**src/hw/rtl/pkd_pkg.sv**
```systemverilog
// ----------------------------------------------------------------------------
// pkd_pkg: shared types and helpers for the position-keyed byte descrambler
// Beat types, result queue sizing and the per-byte bit permutations.
// ----------------------------------------------------------------------------
package pkd_pkg;

  localparam int unsigned QDEPTH = 4;
  localparam int unsigned QPTR_W = $clog2(QDEPTH);
  localparam int unsigned QCNT_W = $clog2(QDEPTH + 1);

  localparam logic [1:0] MOD3_LAST = 2'd2;
  localparam logic [2:0] MOD5_LAST = 3'd4;
  localparam logic [2:0] MOD7_LAST = 3'd6;

  localparam logic [2:0] MOD5_PAIR_HEAD = 3'd0;
  localparam logic [2:0] MOD5_PAIR_TAIL = 3'd1;

  localparam logic [1:0] PUSH_NONE = 2'd0;
  localparam logic [1:0] PUSH_ONE  = 2'd1;
  localparam logic [1:0] PUSH_TWO  = 2'd2;

  typedef struct packed {
    logic [7:0] data_byte;
    logic       end_of_buffer;
  } in_beat_t;

  typedef struct packed {
    logic [7:0] plain_byte;
    logic       final_byte;
  } out_beat_t;

  typedef struct packed {
    logic [1:0] count;
    out_beat_t  first;
    out_beat_t  second;
  } push_t;

  typedef struct packed {
    logic              room_for_two;
    logic [QCNT_W-1:0] level;
  } q_status_t;

  function automatic logic [7:0] bit_reverse(input logic [7:0] b);
    logic [7:0] r;
    for (int k = 0; k < 8; k++) begin
      r[7 - k] = b[k];
    end
    return r;
  endfunction

  function automatic logic [7:0] swap_bits_3_4(input logic [7:0] b);
    return {b[7:5], b[3], b[4], b[2:0]};
  endfunction

endpackage

```
**src/hw/rtl/pkd_core.sv**
```systemverilog
// ----------------------------------------------------------------------------
// pkd_core: position tracking and per-byte descrambling
// Applies the position-keyed permutations, holds the byte at each pair head
// and emits zero, one or two result beats for every accepted input beat.
// ----------------------------------------------------------------------------
module pkd_core (
  input  logic              clk,
  input  logic              rst_n,
  input  logic              accept,
  input  pkd_pkg::in_beat_t in_beat,
  output pkd_pkg::push_t    push
);

  logic       mod2_r, mod2_nxt;
  logic [1:0] mod3_r, mod3_nxt;
  logic [2:0] mod5_r, mod5_nxt;
  logic [2:0] mod7_r, mod7_nxt;
  logic       held_valid_r, held_valid_nxt;
  logic [7:0] held_byte_r, held_byte_nxt;

  logic [7:0] b_rev, b_inv, b_out;
  logic       last;

  assign last  = in_beat.end_of_buffer;
  assign b_rev = (mod2_r == 1'b0) ? pkd_pkg::bit_reverse(in_beat.data_byte) : in_beat.data_byte;
  assign b_inv = (mod7_r == 3'd0) ? ~b_rev : b_rev;
  assign b_out = (mod3_r == 2'd0) ? pkd_pkg::swap_bits_3_4(b_inv) : b_inv;

  always_comb begin
    push           = '0;
    held_valid_nxt = held_valid_r;
    held_byte_nxt  = held_byte_r;
    mod2_nxt       = mod2_r;
    mod3_nxt       = mod3_r;
    mod5_nxt       = mod5_r;
    mod7_nxt       = mod7_r;
    if (accept) begin
      if (mod5_r == pkd_pkg::MOD5_PAIR_HEAD) begin
        if (last) begin
          push.count  = pkd_pkg::PUSH_ONE;
          push.first  = '{plain_byte: b_out, final_byte: 1'b1};
        end else begin
          held_byte_nxt  = b_out;
          held_valid_nxt = 1'b1;
        end
      end else if (mod5_r == pkd_pkg::MOD5_PAIR_TAIL && held_valid_r) begin
        push.count     = pkd_pkg::PUSH_TWO;
        push.first     = '{plain_byte: {b_out[7], held_byte_r[6:0]}, final_byte: 1'b0};
        push.second    = '{plain_byte: {held_byte_r[7], b_out[6:0]}, final_byte: last};
        held_valid_nxt = 1'b0;
      end else begin
        push.count = pkd_pkg::PUSH_ONE;
        push.first = '{plain_byte: b_out, final_byte: last};
      end

      if (last) begin
        mod2_nxt       = 1'b0;
        mod3_nxt       = 2'd0;
        mod5_nxt       = 3'd0;
        mod7_nxt       = 3'd0;
        held_valid_nxt = 1'b0;
      end else begin
        mod2_nxt = ~mod2_r;
        mod3_nxt = (mod3_r >= pkd_pkg::MOD3_LAST) ? 2'd0 : mod3_r + 2'd1;
        mod5_nxt = (mod5_r >= pkd_pkg::MOD5_LAST) ? 3'd0 : mod5_r + 3'd1;
        mod7_nxt = (mod7_r >= pkd_pkg::MOD7_LAST) ? 3'd0 : mod7_r + 3'd1;
      end
    end
  end

  always_ff @(posedge clk) begin
    if (!rst_n) begin
      mod2_r       <= 1'b0;
      mod3_r       <= 2'd0;
      mod5_r       <= 3'd0;
      mod7_r       <= 3'd0;
      held_valid_r <= 1'b0;
    end else begin
      mod2_r       <= mod2_nxt;
      mod3_r       <= mod3_nxt;
      mod5_r       <= mod5_nxt;
      mod7_r       <= mod7_nxt;
      held_valid_r <= held_valid_nxt;
    end
  end

  always_ff @(posedge clk) begin
    held_byte_r <= held_byte_nxt;
  end

endmodule

```
**src/hw/rtl/pkd_outq.sv**
```systemverilog
// ----------------------------------------------------------------------------
// pkd_outq: result queue
// Small register queue that takes up to two beats per cycle and presents one
// registered beat per cycle on the result channel while out_stall is low.
// ----------------------------------------------------------------------------
module pkd_outq (
  input  logic                clk,
  input  logic                rst_n,
  input  pkd_pkg::push_t      push,
  output pkd_pkg::q_status_t  status,
  output logic                out_valid,
  input  logic                out_stall,
  output pkd_pkg::out_beat_t  out_data
);

  pkd_pkg::out_beat_t mem [pkd_pkg::QDEPTH];

  logic [pkd_pkg::QPTR_W-1:0] rd_r, rd_nxt;
  logic [pkd_pkg::QPTR_W-1:0] wr_r, wr_nxt;
  logic [pkd_pkg::QCNT_W-1:0] cnt_r, cnt_nxt;
  logic                       pop;

  assign out_valid = (cnt_r != '0);
  assign out_data  = mem[rd_r];
  assign pop       = out_valid && !out_stall;

  assign rd_nxt  = rd_r + pkd_pkg::QPTR_W'(pop);
  assign wr_nxt  = wr_r + pkd_pkg::QPTR_W'(push.count);
  assign cnt_nxt = cnt_r + pkd_pkg::QCNT_W'(push.count) - pkd_pkg::QCNT_W'(pop);

  assign status.level        = cnt_r;
  assign status.room_for_two = (cnt_r <= pkd_pkg::QCNT_W'(pkd_pkg::QDEPTH - 2));

  always_ff @(posedge clk) begin
    if (!rst_n) begin
      rd_r  <= '0;
      wr_r  <= '0;
      cnt_r <= '0;
    end else begin
      rd_r  <= rd_nxt;
      wr_r  <= wr_nxt;
      cnt_r <= cnt_nxt;
    end
  end

  always_ff @(posedge clk) begin
    if (push.count != pkd_pkg::PUSH_NONE) begin
      mem[wr_r] <= push.first;
    end
    if (push.count == pkd_pkg::PUSH_TWO) begin
      mem[pkd_pkg::QPTR_W'(wr_r + 1'b1)] <= push.second;
    end
  end

endmodule

```
**src/hw/rtl/position_keyed_byte_descrambler.sv**
```systemverilog
// ----------------------------------------------------------------------------
// position_keyed_byte_descrambler: top level
// Descrambles a byte buffer by byte position and returns it in buffer order.
// ----------------------------------------------------------------------------
//  Channel  Ports                          Beat
//  in       in_valid, in_stall, in_data    one scrambled byte, end mark
//  out      out_valid, out_stall, out_data one plain byte, final mark
//
// Under free flow one input beat is taken and one result leaves per cycle,
// via a four-entry result queue. A pair-head byte gives no beat unless it
// ends the buffer and its partner gives two, so the queue level then stays at
// two or less. in_stall rises only when the queue cannot take two more beats.
// Synchronous reset clears the position counters, the hold and the queue.
module position_keyed_byte_descrambler (
  input  logic                clk,
  input  logic                rst_n,
  input  logic                in_valid,
  output logic                in_stall,
  input  pkd_pkg::in_beat_t   in_data,
  output logic                out_valid,
  input  logic                out_stall,
  output pkd_pkg::out_beat_t  out_data
);

  pkd_pkg::push_t     push;
  pkd_pkg::q_status_t q_status;
  logic               in_accept;

  assign in_stall  = !q_status.room_for_two;
  assign in_accept = in_valid && !in_stall;

  pkd_core u_core (
    .clk     (clk),
    .rst_n   (rst_n),
    .accept  (in_accept),
    .in_beat (in_data),
    .push    (push)
  );

  pkd_outq u_outq (
    .clk       (clk),
    .rst_n     (rst_n),
    .push      (push),
    .status    (q_status),
    .out_valid (out_valid),
    .out_stall (out_stall),
    .out_data  (out_data)
  );

`ifndef ASSERT_OFF
  a_level_bound : assert property (@(posedge clk) disable iff (!rst_n)
    q_status.level <= pkd_pkg::QCNT_W'(pkd_pkg::QDEPTH))
    else $error("result queue level exceeds its depth");

  a_marked_yields : assert property (@(posedge clk) disable iff (!rst_n)
    (in_accept && in_data.end_of_buffer) |-> (push.count != pkd_pkg::PUSH_NONE))
    else $error("marked byte produced no result beat");

  a_push_shows : assert property (@(posedge clk) disable iff (!rst_n)
    (push.count != pkd_pkg::PUSH_NONE) |=> out_valid)
    else $error("pushed result beat not presented");

  a_reset_empty : assert property (@(posedge clk)
    !rst_n |=> !out_valid)
    else $error("result channel valid right after reset");
`endif

endmodule
```
**config.mk**
```make
export PLATFORM = sky130hd
export DESIGN_NAME = position_keyed_byte_descrambler
export DESIGN_NICKNAME = d
export VERILOG_FILES = /design/src/hw/rtl/pkd_pkg.sv /design/src/hw/rtl/pkd_core.sv /design/src/hw/rtl/pkd_outq.sv /design/src/hw/rtl/position_keyed_byte_descrambler.sv
export SDC_FILE = /design/constraint.sdc
export NUM_CORES = 1
export LEC_CHECK = 0
export BUFFER_PORTS_ARGS = -buffer_cell sky130_fd_sc_hd__buf_2
export CORE_MARGIN = 10
export CORE_UTILIZATION = 30
export DETAILED_ROUTE_END_ITERATION = 6
export SYNTH_ARGS = -nofsm -noshare
export SYNTH_HDL_FRONTEND = slang
export SYNTH_SLANG_ARGS = --single-unit
export TNS_END_PERCENT = 20
```
**constraint.sdc**
```tcl
create_clock -name clk -period 7.7 [get_ports clk]
set_clock_uncertainty 0.1 [all_clocks]
set_input_delay 0.385 -clock clk [delete_from_list [all_inputs] [get_ports clk]]
set_output_delay 0.385 -clock clk [all_outputs]
set_load 0.005 [all_outputs]
```
# ---- Word level (Yosys, flattened, before mapping)
# Memories as Yosys holds them, arrays and structs flattened. A register that Yosys moved wholly into a read port is not among the register bits.
# Index checks and enable logic that the tools add are counted.
# W data, S select, Z words.
dict set report op_classes {
  n_bitwise 3
  n_reduce_logical 13
  eq_ne 2
  n_lt_le_gt_ge 4
  muxes 24
  addsub 8
}
# op n
set ops {}
lappend ops {{$mux W11} 2}
lappend ops {{$mux W20} 1}
lappend ops {{$mux W9} 2}
lappend ops {{$mux W8} 2}
lappend ops {{$mux W3} 4}
lappend ops {{$mux W10} 1}
lappend ops {{$mux W1} 8}
lappend ops {{$not A8 Y8} 1}
lappend ops {{$add A3 B1 Y3 const B} 2}
lappend ops {{$ge A3 B3 Y1 const B} 2}
lappend ops {{$logic_not A3 Y1} 2}
lappend ops {{$mux W2} 3}
lappend ops {{$reduce_bool A3 Y1} 2}
lappend ops {{$mux W5} 1}
lappend ops {{$add A2 B1 Y2 const B} 2}
lappend ops {{$add A3 B2 Y3} 1}
lappend ops {{$eq A3 B1 Y1 const B} 1}
lappend ops {{$le A3 B2 Y1 const B} 1}
lappend ops {{$logic_and A1 B1 Y1} 3}
lappend ops {{$reduce_and A3 Y1} 1}
lappend ops {{$sub A3 B1 Y3} 1}
lappend ops {{$add A2 B1 Y2} 1}
lappend ops {{$add A2 B2 Y2} 1}
lappend ops {{$eq A2 B2 Y1 const B} 1}
lappend ops {{6 further kinds} 8}
dict set report totals {
  wordCells 64
  in_bits 13
  ram_bits 36
  ff_bits 25
  output_inout_bits 11
  mem_count 1
}
# name words word_bits read_ports rd_clocked_by_memory_dff wr line
set memory_table {}
lappend memory_table {u_outq.mem 4 9 1 1 2 pkd_outq.sv:16} ;# pkd_pkg::out_beat_t mem [pkd_pkg::QDEPTH];

# ---- Depth between registers and ports, before layout
# Gate-level depths: netlist of the first run.
dict set report logic_depth {
  word_depth 10
  depth_mapped 14
  mapped_depth_nobuf 13
}

# ---- Cells and area by module
# From an unflattened synthesis of the first run, not the netlist that was laid out.
dict set report unflattened {
  hier_cells 268
  hier_area_um2 3362.0
}
# mod area_each_um2 seq_area_each_um2 instances cells_each
set by_module_without_submodules {}
lappend by_module_without_submodules {pkd_outq 2168.3 1221.2 1 134}
lappend by_module_without_submodules {pkd_core 1183.6 440.4 1 132}
lappend by_module_without_submodules {position_keyed_byte_descrambler 10.0 0.0 1 2}

# ---- Worst setup path before layout of the first run
# No wires, ideal clock.
dict set report synth_timing {
  path_type {register to register}
  startpoint {reg u_core.mod5_r[1]}
  endpoint {reg u_outq.cnt_r[2] (netlist bit)}
  setup_slack_ns 4.932
  synth_period_minus_slack_ns 2.768
  n_path_buf 1
  setup_ns 0.115
  arrival_ns 2.553
  stages_incl_launch_ff 15
  t_required_ns 7.485
  path_cell_list {dfxtp_1 > inv_1 > ha_1 > nor2b_1 > and3_1 > clkbuf_1 > nor2_2 > inv_1 > ha_1 > inv_1 > ha_1 > fa_1 > xnor2_1 > xnor2_1 > and2_1}
}
dict set report synth_between {
  elab_chain_len 7
  word_cells_on_any_way 8
  cone_classes {2 x add/sub; 1 x eq/ne; 3 x mux; 2 x reduce/logical}
}
# item line
set synth_lines {}
lappend synth_lines {{start: declaration} pkd_core.sv:16} ;# logic [2:0] mod5_r, mod5_nxt;
lappend synth_lines {{start signal: assignment} pkd_core.sv:81} ;# mod5_r <= mod5_nxt;
lappend synth_lines {{$eq A3 B1 Y1} pkd_core.sv:46} ;# end else if (mod5_r == pkd_pkg::MOD5_PAIR_TAIL && held_valid_r) begin
lappend synth_lines {{$logic_and A1 B1 Y1} pkd_core.sv:46}
lappend synth_lines {{$mux W11} pkd_core.sv:46}
lappend synth_lines {{$mux W11 *} pkd_core.sv:38} ;# if (mod5_r == pkd_pkg::MOD5_PAIR_HEAD) begin
lappend synth_lines {{$mux W20 *} pkd_core.sv:37} ;# if (accept) begin
lappend synth_lines {{$add A3 B2 Y3 *} pkd_outq.sv:29} ;# assign cnt_nxt = cnt_r + pkd_pkg::QCNT_W'(push.count) - pkd_pkg::QCNT_W'(pop);
lappend synth_lines {{$sub A3 B1 Y3 *} pkd_outq.sv:29}
lappend synth_lines {{end signal: assignment} pkd_outq.sv:42} ;# cnt_r <= cnt_nxt;
lappend synth_lines {{end: declaration} pkd_outq.sv:20} ;# logic [pkd_pkg::QCNT_W-1:0] cnt_r, cnt_nxt;
# Every way passes the cells marked *; elsewhere a longest branch is shown, timed or not.
# A chain may end at the register's enable or synchronous reset.

# ---- Final worst setup path of the first run
# Ends and elaborated chain as after synthesis.

==> flow_metrics.tcl, run 1 <==
set metrics [dict create \
    synth.avg_cell_area_um2 11.7 \
    dp_hpwl_um 5590 \
    finalCritPeriodShare_pct 40.2 \
    yosysWarnings 0 \
    dpl.cell_count 442 \
    synth_flop_cell "edfxtp_1" \
    synth-seq-cells 61 \
    fin_hold_ws_ns 0.323 \
    stdcell_count 457 \
    ios 24 \
    cts_hold_buffers 0 \
    via_count 2419 \
    synthesis.nets 316 \
    drt_iter0_drc 157 \
    synth_edf_count 44 \
    tns_ns 0 \
    fin_nets 338 \
    critical_path_buf_inv_count 3 \
    rows 38 \
    cap_violations 0 \
    outcome "complete, no violations" \
    postRouteAntennaNets 0 \
    die_y_um 126 \
    worstPathCellList "inv_1 > ha_1 > nor2b_1 > and3_1 > nor2_2 > inv_1 > ha_1 > inv_1 > ha_1 > fa_1 > xnor2_1 > xnor2_1 > and2_1" \
    crit_required_ns 7.82 \
    syn_area_um2 3390 \
    stdcell_area_um2 3910 \
    numCtsBuffers 9 \
    end_kind "flip-flop" \
    cp.arrival_ns 3.22 \
    synth.top_cell.area_share_pct 38.9 \
    post-cts-setup-buffer-count 0 \
    cp_max_fo 19 \
    crit_path_start_kind "flip-flop" \
    clock.fmax_mhz 323 \
    cts_buffer_depth 2 \
    grt_pass1_wl_um 12600 \
    viasPerCell 5.29 \
    syn-instance-count 291 \
    critPathTopFamily "simple AND/OR/NAND/NOR gates" \
    synthArstFlopShare_pct 0 \
    yosysUniqueCellTypes 47 \
    dpl_cell_area_um2 3630 \
    antenna_found_initial 0 \
    yosys-top-cells-area "edfxtp_1, dfxtp_1, mux4_2" \
    gp_congestion 0.796 \
    cts_tree "built" \
    firstDrtPassIters 7 \
    layout_min_cycle_time_ns 3.10 \
    clk_latency_ns 0.33 \
    drt-total-wl_um 7710 \
    numPortBuffers 23 \
    max_stage_delay_ns 0.41 \
    worst-slew-pin-transition_ns 1.10 \
    htreeDepth 3 \
    rsz0062_at_grt "no" \
    post_cts_resized 0 \
    path_clk_slew_ns 0.05 \
    drc 0 \
    drive_above_1_share_pct 20.8 \
    fp.dieW_um 126 \
    relSlewSlack_pct 25.9 \
    cts_num_sinks 61 \
    diodes 0 \
    first_global_vias 2452 \
    reg2reg_setup_slack_ns 4.60 \
    ys_seq_area_share_pct 48.9 \
    p_leak_nw 1.38 \
    crit_slowest_cell "and3_1" \
    hold_violations 0 \
    syn2layout_area_growth_pct 15.2 \
    wire_per_inst_um 16.9 \
    gr-total-overflow 0 \
    post-synth-top-area-cell "edfxtp_1" \
    coreArea_um2 10900 \
    die_area_um2 16000 \
    drv_slew 0 \
    clock-root-buffer "clkbuf_16" \
    grt.total_usage_pct 9.78 \
    grt_max_degree 24 \
    powerDensity_nw_per_um2 287 \
    initial_core_util_pct 31.0 \
    crit_type "reg2reg" \
    finalSetupViolCount 0 \
    peakVddDrop_v 0.000134 \
    hp-class "in2reg" \
]
flip-flops by register name (all words and copies together), names as in the netlist:
register / count
u_outq.mem: 36
u_core.held_byte_r: 8
u_core.mod5_r: 3
u_core.mod7_r: 3
u_outq.cnt_r: 3
u_core.mod3_r: 2
u_outq.rd_r: 2
u_outq.wr_r: 2
u_core.held_valid_r: 1
u_core.mod2_r: 1
cell families (layout without fill, tap and decap cells):
family	count (synthesis)	in the layout	synth area share, %
compound gates	73	73	15.3
mux	24	24	10.7
fa+ha+maj	12	12	4.64
xor+xnor	14	14	3.83
simple gates	78	78	12.8
flops	61	61	48.9
buf+inv	29	55	3.83
where the power goes:
part | internal, W | switching (W)
Combinational | 0.000136 | 0.000171
Clock | 0.000244 | 0.000133
Sequential | 0.000401 | 0.0000388
metrics by stage:
step                      setup WS (ns)  utilization (%)  total power [W]
final                              4.60             35.8          0.00112
after global routing               4.40             35.8          0.00119
after CTS                          4.60             35.8          0.00113
after detailed placement           4.62             33.2         0.000756
after global placement             4.76             33.2         0.000747
after floorplan                    4.93                -         0.000659
cell type report:
cell class                      instances  area [µm²]
Fill cell                            1080        7020
Sequential cell                        61        1660
Multi-Input combinational cell        201        1610
Clock buffer                            9         225
Tap cell                              140         175
Timing Repair Buffer                   25         130
Inverter                               15        56.3
Clock inverter                          6        55.1
worst paths after layout:
path | from | end | cells after the start
worst max-delay path | u_core.mod5_r[1]$_SDFFE_PN0P_ | u_outq.cnt_r[2]$_SDFF_PN0_ | 13
worst min-delay path | rst_n | u_core.held_valid_r$_SDFFE_PN0P_ | 2
worst min register to register | u_core.mod5_r[1]$_SDFFE_PN0P_ | u_core.mod5_r[1]$_SDFFE_PN0P_ | 2
worst max register to register | u_core.mod5_r[1]$_SDFFE_PN0P_ | u_outq.cnt_r[2]$_SDFF_PN0_ | 13
synth_stat cells (9+ instances only):
library cell and number:
a32oi_1 13, and2_1 10, dfxtp_1 17, edfxtp_1 44, ha_1 11, inv_1 14, mux2i_1 10, mux4_2 9
nand2_1 19, nor2_1 9, o21ai_0 24, xnor2_1 9
layer usage:
| layer | vias to the layer above | wire length, µm | track usage (%) |
|---|---|---|---|
| met5 | - | 0 | 0 |
| met4 | 0 | 115 | 4.62 |
| met3 | 14 | 437 | 2.54 |
| met2 | 91 | 3610 | 15.6 |
| met1 | 1162 | 3540 | 12.0 |
| li1 | 1152 | - | - |
worst reg2reg max path, delay by kind of cell, from the launching register on:
kind | cells | cell delay, ns
and+or+nand+nor | 4 | 1.05
adders and majority gates | 4 | 1.02
buffers and inverters | 3 | 0.19
DFF | 1 | 0.35
xor gates and xnor gates | 2 | 0.27
placed cells by master (no fill, tap or decap), types with 3 or more instances in the layout:
cell / count
and3_1: 3
or3_1: 3
a211o_1: 5
nand4_1: 8
o211ai_1: 8
a32oi_1: 13
mux4_2: 9
xor2_1: 4
mux2_2: 4
a21boi_0: 3
ha_1: 11
dfxtp_1: 17
o21ai_1: 4
nand3_1: 5
and2_1: 10
inv_1: 14
o21ai_0: 20
a22oi_1: 5
nor2b_1: 7
edfxtp_1: 44
mux2i_1: 10
clkbuf_16: 9
a21oi_1: 8
buf_2: 23
xnor2_1: 9
nand2_1: 19
nor2_1: 9
nor3_2: 5
Note: power is estimated with default switching activity, not from simulation.
==> run 2, diff against run 1 <==
- ABC_AREA: unset -> 1
- clock period: 7.7 -> 2.8 ns (I/O delays scaled with it)
==> flow_metrics.tcl, run 2 <==
set metrics [dict create \
    outcome "complete, no violations" \
    yosysWarnings 0 \
    yosysUniqueCellTypes 30 \
    fillers 1159 \
    cap_violations 0 \
    clock.fmax_mhz 391 \
    layout_min_cycle_time_ns 2.56 \
    fin_ws_ns 0.242 \
    syn-instance-count 415 \
    synth.avg_cell_area_um2 8.29 \
    path_clk_slew_ns 0.05 \
    hold_violations 0 \
    first_global_vias 2715 \
    layout_common_cells "nand2_1, inv_1, nand3_1, edfxtp_1, o21ai_0" \
    synthesis.nets 440 \
    fin_nets 471 \
    gr-total-overflow 0 \
    largest_reg_flops 36 \
    worst-slew-pin-transition_ns 0.562 \
    wire_per_inst_um 13.4 \
    clk_latency_ns 0.33 \
    synthTopCellsByCount "nand2_1, inv_1, edfxtp_1, nand3_1, o21ai_0" \
    dp_hpwl_um 6040 \
    initial_core_util_pct 30.4 \
    grt_max_degree 21 \
    grt_pass1_wl_um 13400 \
    yosys-top-cells-area "edfxtp_1, nand2_1, dfxtp_1" \
    via_count 2846 \
    numCtsBuffers 9 \
    relSlewSlack_pct 62.1 \
    top_register "u_outq.mem" \
    cts_num_sinks 61 \
    crit_required_ns 2.92 \
    power_w 0.00387 \
    rows 39 \
    firstDrtPassIters 6 \
    synth_most_common_cell "nand2_1" \
    end_kind "flip-flop" \
    drt-total-wl_um 7960 \
    cts_buffer_depth 2 \
    pre_cts_ws_ns 0.0689 \
    synthArstFlopShare_pct 0 \
    drc 0 \
    synth.top_cell.area_share_pct 38.4 \
    crit_type "reg2reg" \
    powerDensity_nw_per_um2 954 \
    drive_above_1_share_pct 14.2 \
    die_area_um2 16100 \
    cp.arrival_ns 2.67 \
    syn2layout_area_growth_pct 17.9 \
    finalSetupViolCount 0 \
    drt_iter0_drc 179 \
    grt.total_usage_pct 10.0 \
    numPortBuffers 23 \
    cts_tree "built" \
    postRouteAntennaNets 0 \
    diodes 0 \
    ios 24 \
    tns_ns 0 \
    clock-root-buffer "clkbuf_16" \
    htreeDepth 3 \
    antenna_found_initial 0 \
    cp_max_fo 5 \
    syn_area_um2 3440 \
    top_regs "u_outq.mem x36, u_core.held_byte_r x8" \
    die_y_um 127 \
    peakVddDrop_v 0.000288 \
    synth-seq-cells 61 \
    synth_flop_cell "edfxtp_1" \
    rsz0062_at_grt "no" \
    ys_seq_area_share_pct 48.3 \
    finalCritPeriodShare_pct 91.4 \
    crit_path_start_kind "flip-flop" \
    hp-class "in2reg" \
    coreArea_um2 11300 \
    fp.dieW_um 127 \
    viasPerCell 4.79 \
    post-synth-top-area-cell "edfxtp_1" \
    synth_edf_count 44 \
    gp_congestion 0.862 \
    p_leak_nw 1.88 \
    final_common_cell "nand2_1" \
    drv_slew 0 \
]
-- run 2: cell types whose count changed in the layout (fill, tap and decap cells not counted), sizes merged, moves of 13 or more --
cell | previous run | this run
nand2 | 19 | 102
inv | 15 | 58
nand3 | 5 | 45
nor2 | 11 | 36
o21ai | 24 | 47
a32oi | 13 | 0
-- run 2: final timing paths --
path / cells after the start / startpoint / to / slack (ns)
min reg2reg: 2 / u_core.mod3_r[1]$_SDFFE_PN0P_ / u_core.mod3_r[1]$_SDFFE_PN0P_ / 0.39
max: 15 / u_core.mod5_r[0]$_SDFFE_PN0P_ / u_outq.cnt_r[2]$_SDFF_PN0_ / 0.24
max reg2reg: 15 / u_core.mod5_r[0]$_SDFFE_PN0P_ / u_outq.cnt_r[2]$_SDFF_PN0_ / 0.24
min: 3 / rst_n / u_outq.wr_r[0]$_SDFF_PN0_ / 0.03
-- run 2: logic make-up (layout without fill, tap and decap cells) --
logic type | Yosys count | after routing | share of synthesized area, %
simple gates | 185 | 185 | 23.7
xor+xnor | 8 | 8 | 2.04
flops | 61 | 61 | 48.3
buf+inv | 71 | 107 | 8.95
fa+ha+maj | 12 | 12 | 4.58
compound gates | 78 | 78 | 12.4
-- run 2: critical path, cell delays in order (launching register included) --
cell and delay, ns:
dfxtp_2 0.34, inv_1 0.07, ha_1 0.22, nand2_2 0.11
nor2_1 0.07, nor2_4 0.11, inv_2 0.06, nor2_2 0.10
inv_1 0.05, ha_1 0.26, inv_1 0.04, ha_1 0.18
fa_1 0.38, xnor2_1 0.15, o21ai_0 0.15, a21oi_1 0.05
-- run 2: final cells by class --
| type | instances | area, µm² | area share (%) |
|---|---|---|---|
| clock buffers | 11 | 233 | 5.74 |
| multi-input cells | 283 | 1470 | 36.3 |
| inverters | 58 | 220 | 5.43 |
| repair buffers | 33 | 190 | 4.69 |
| well taps | 143 | 179 | 4.41 |
| clock inverters | 5 | 98.8 | 2.44 |
| flip-flops and latches | 61 | 1660 | 41.0 |
-- run 2: timing repair --
action,CTS,global route
hold buffers,0,0
setup buffers,0,1
resized for setup,0,2
endpoints found under the setup margin,0,1
-- run 2: where the power goes --
group          leakage (nW)  total [W]  switching [W]  internal, W
logic                  1.17    0.00136       0.000902     0.000454
registers             0.549    0.00127      0.0000790      0.00119
clock network         0.161    0.00124       0.000379     0.000864
total                  1.88    0.00387        0.00136      0.00251
-- run 2: metal layers --
metal  up-vias  global-route usage [%]  part of all wire, %
met5         -                       0                    0
met4         0                    3.62                  1.7
met3        10                    2.94                  5.3
met2        78                    16.4                   47
met1      1322                    12.2                   46
li1       1436                       -                    -
-- run 2: through the flow --
step | area, µm² | util [%] | hold slack (ns) | instances
after detailed placement | 3710 | 32.8 | 0.369 | 577
after global routing | 4060 | 35.8 | 0.0388 | 594
after floorplan | 3440 | - | 0.283 | 415
final | 4060 | 35.8 | 0.0259 | 594
after global placement | 3710 | 32.8 | 0.362 | 577
after CTS | 4050 | 35.7 | 0.0243 | 593
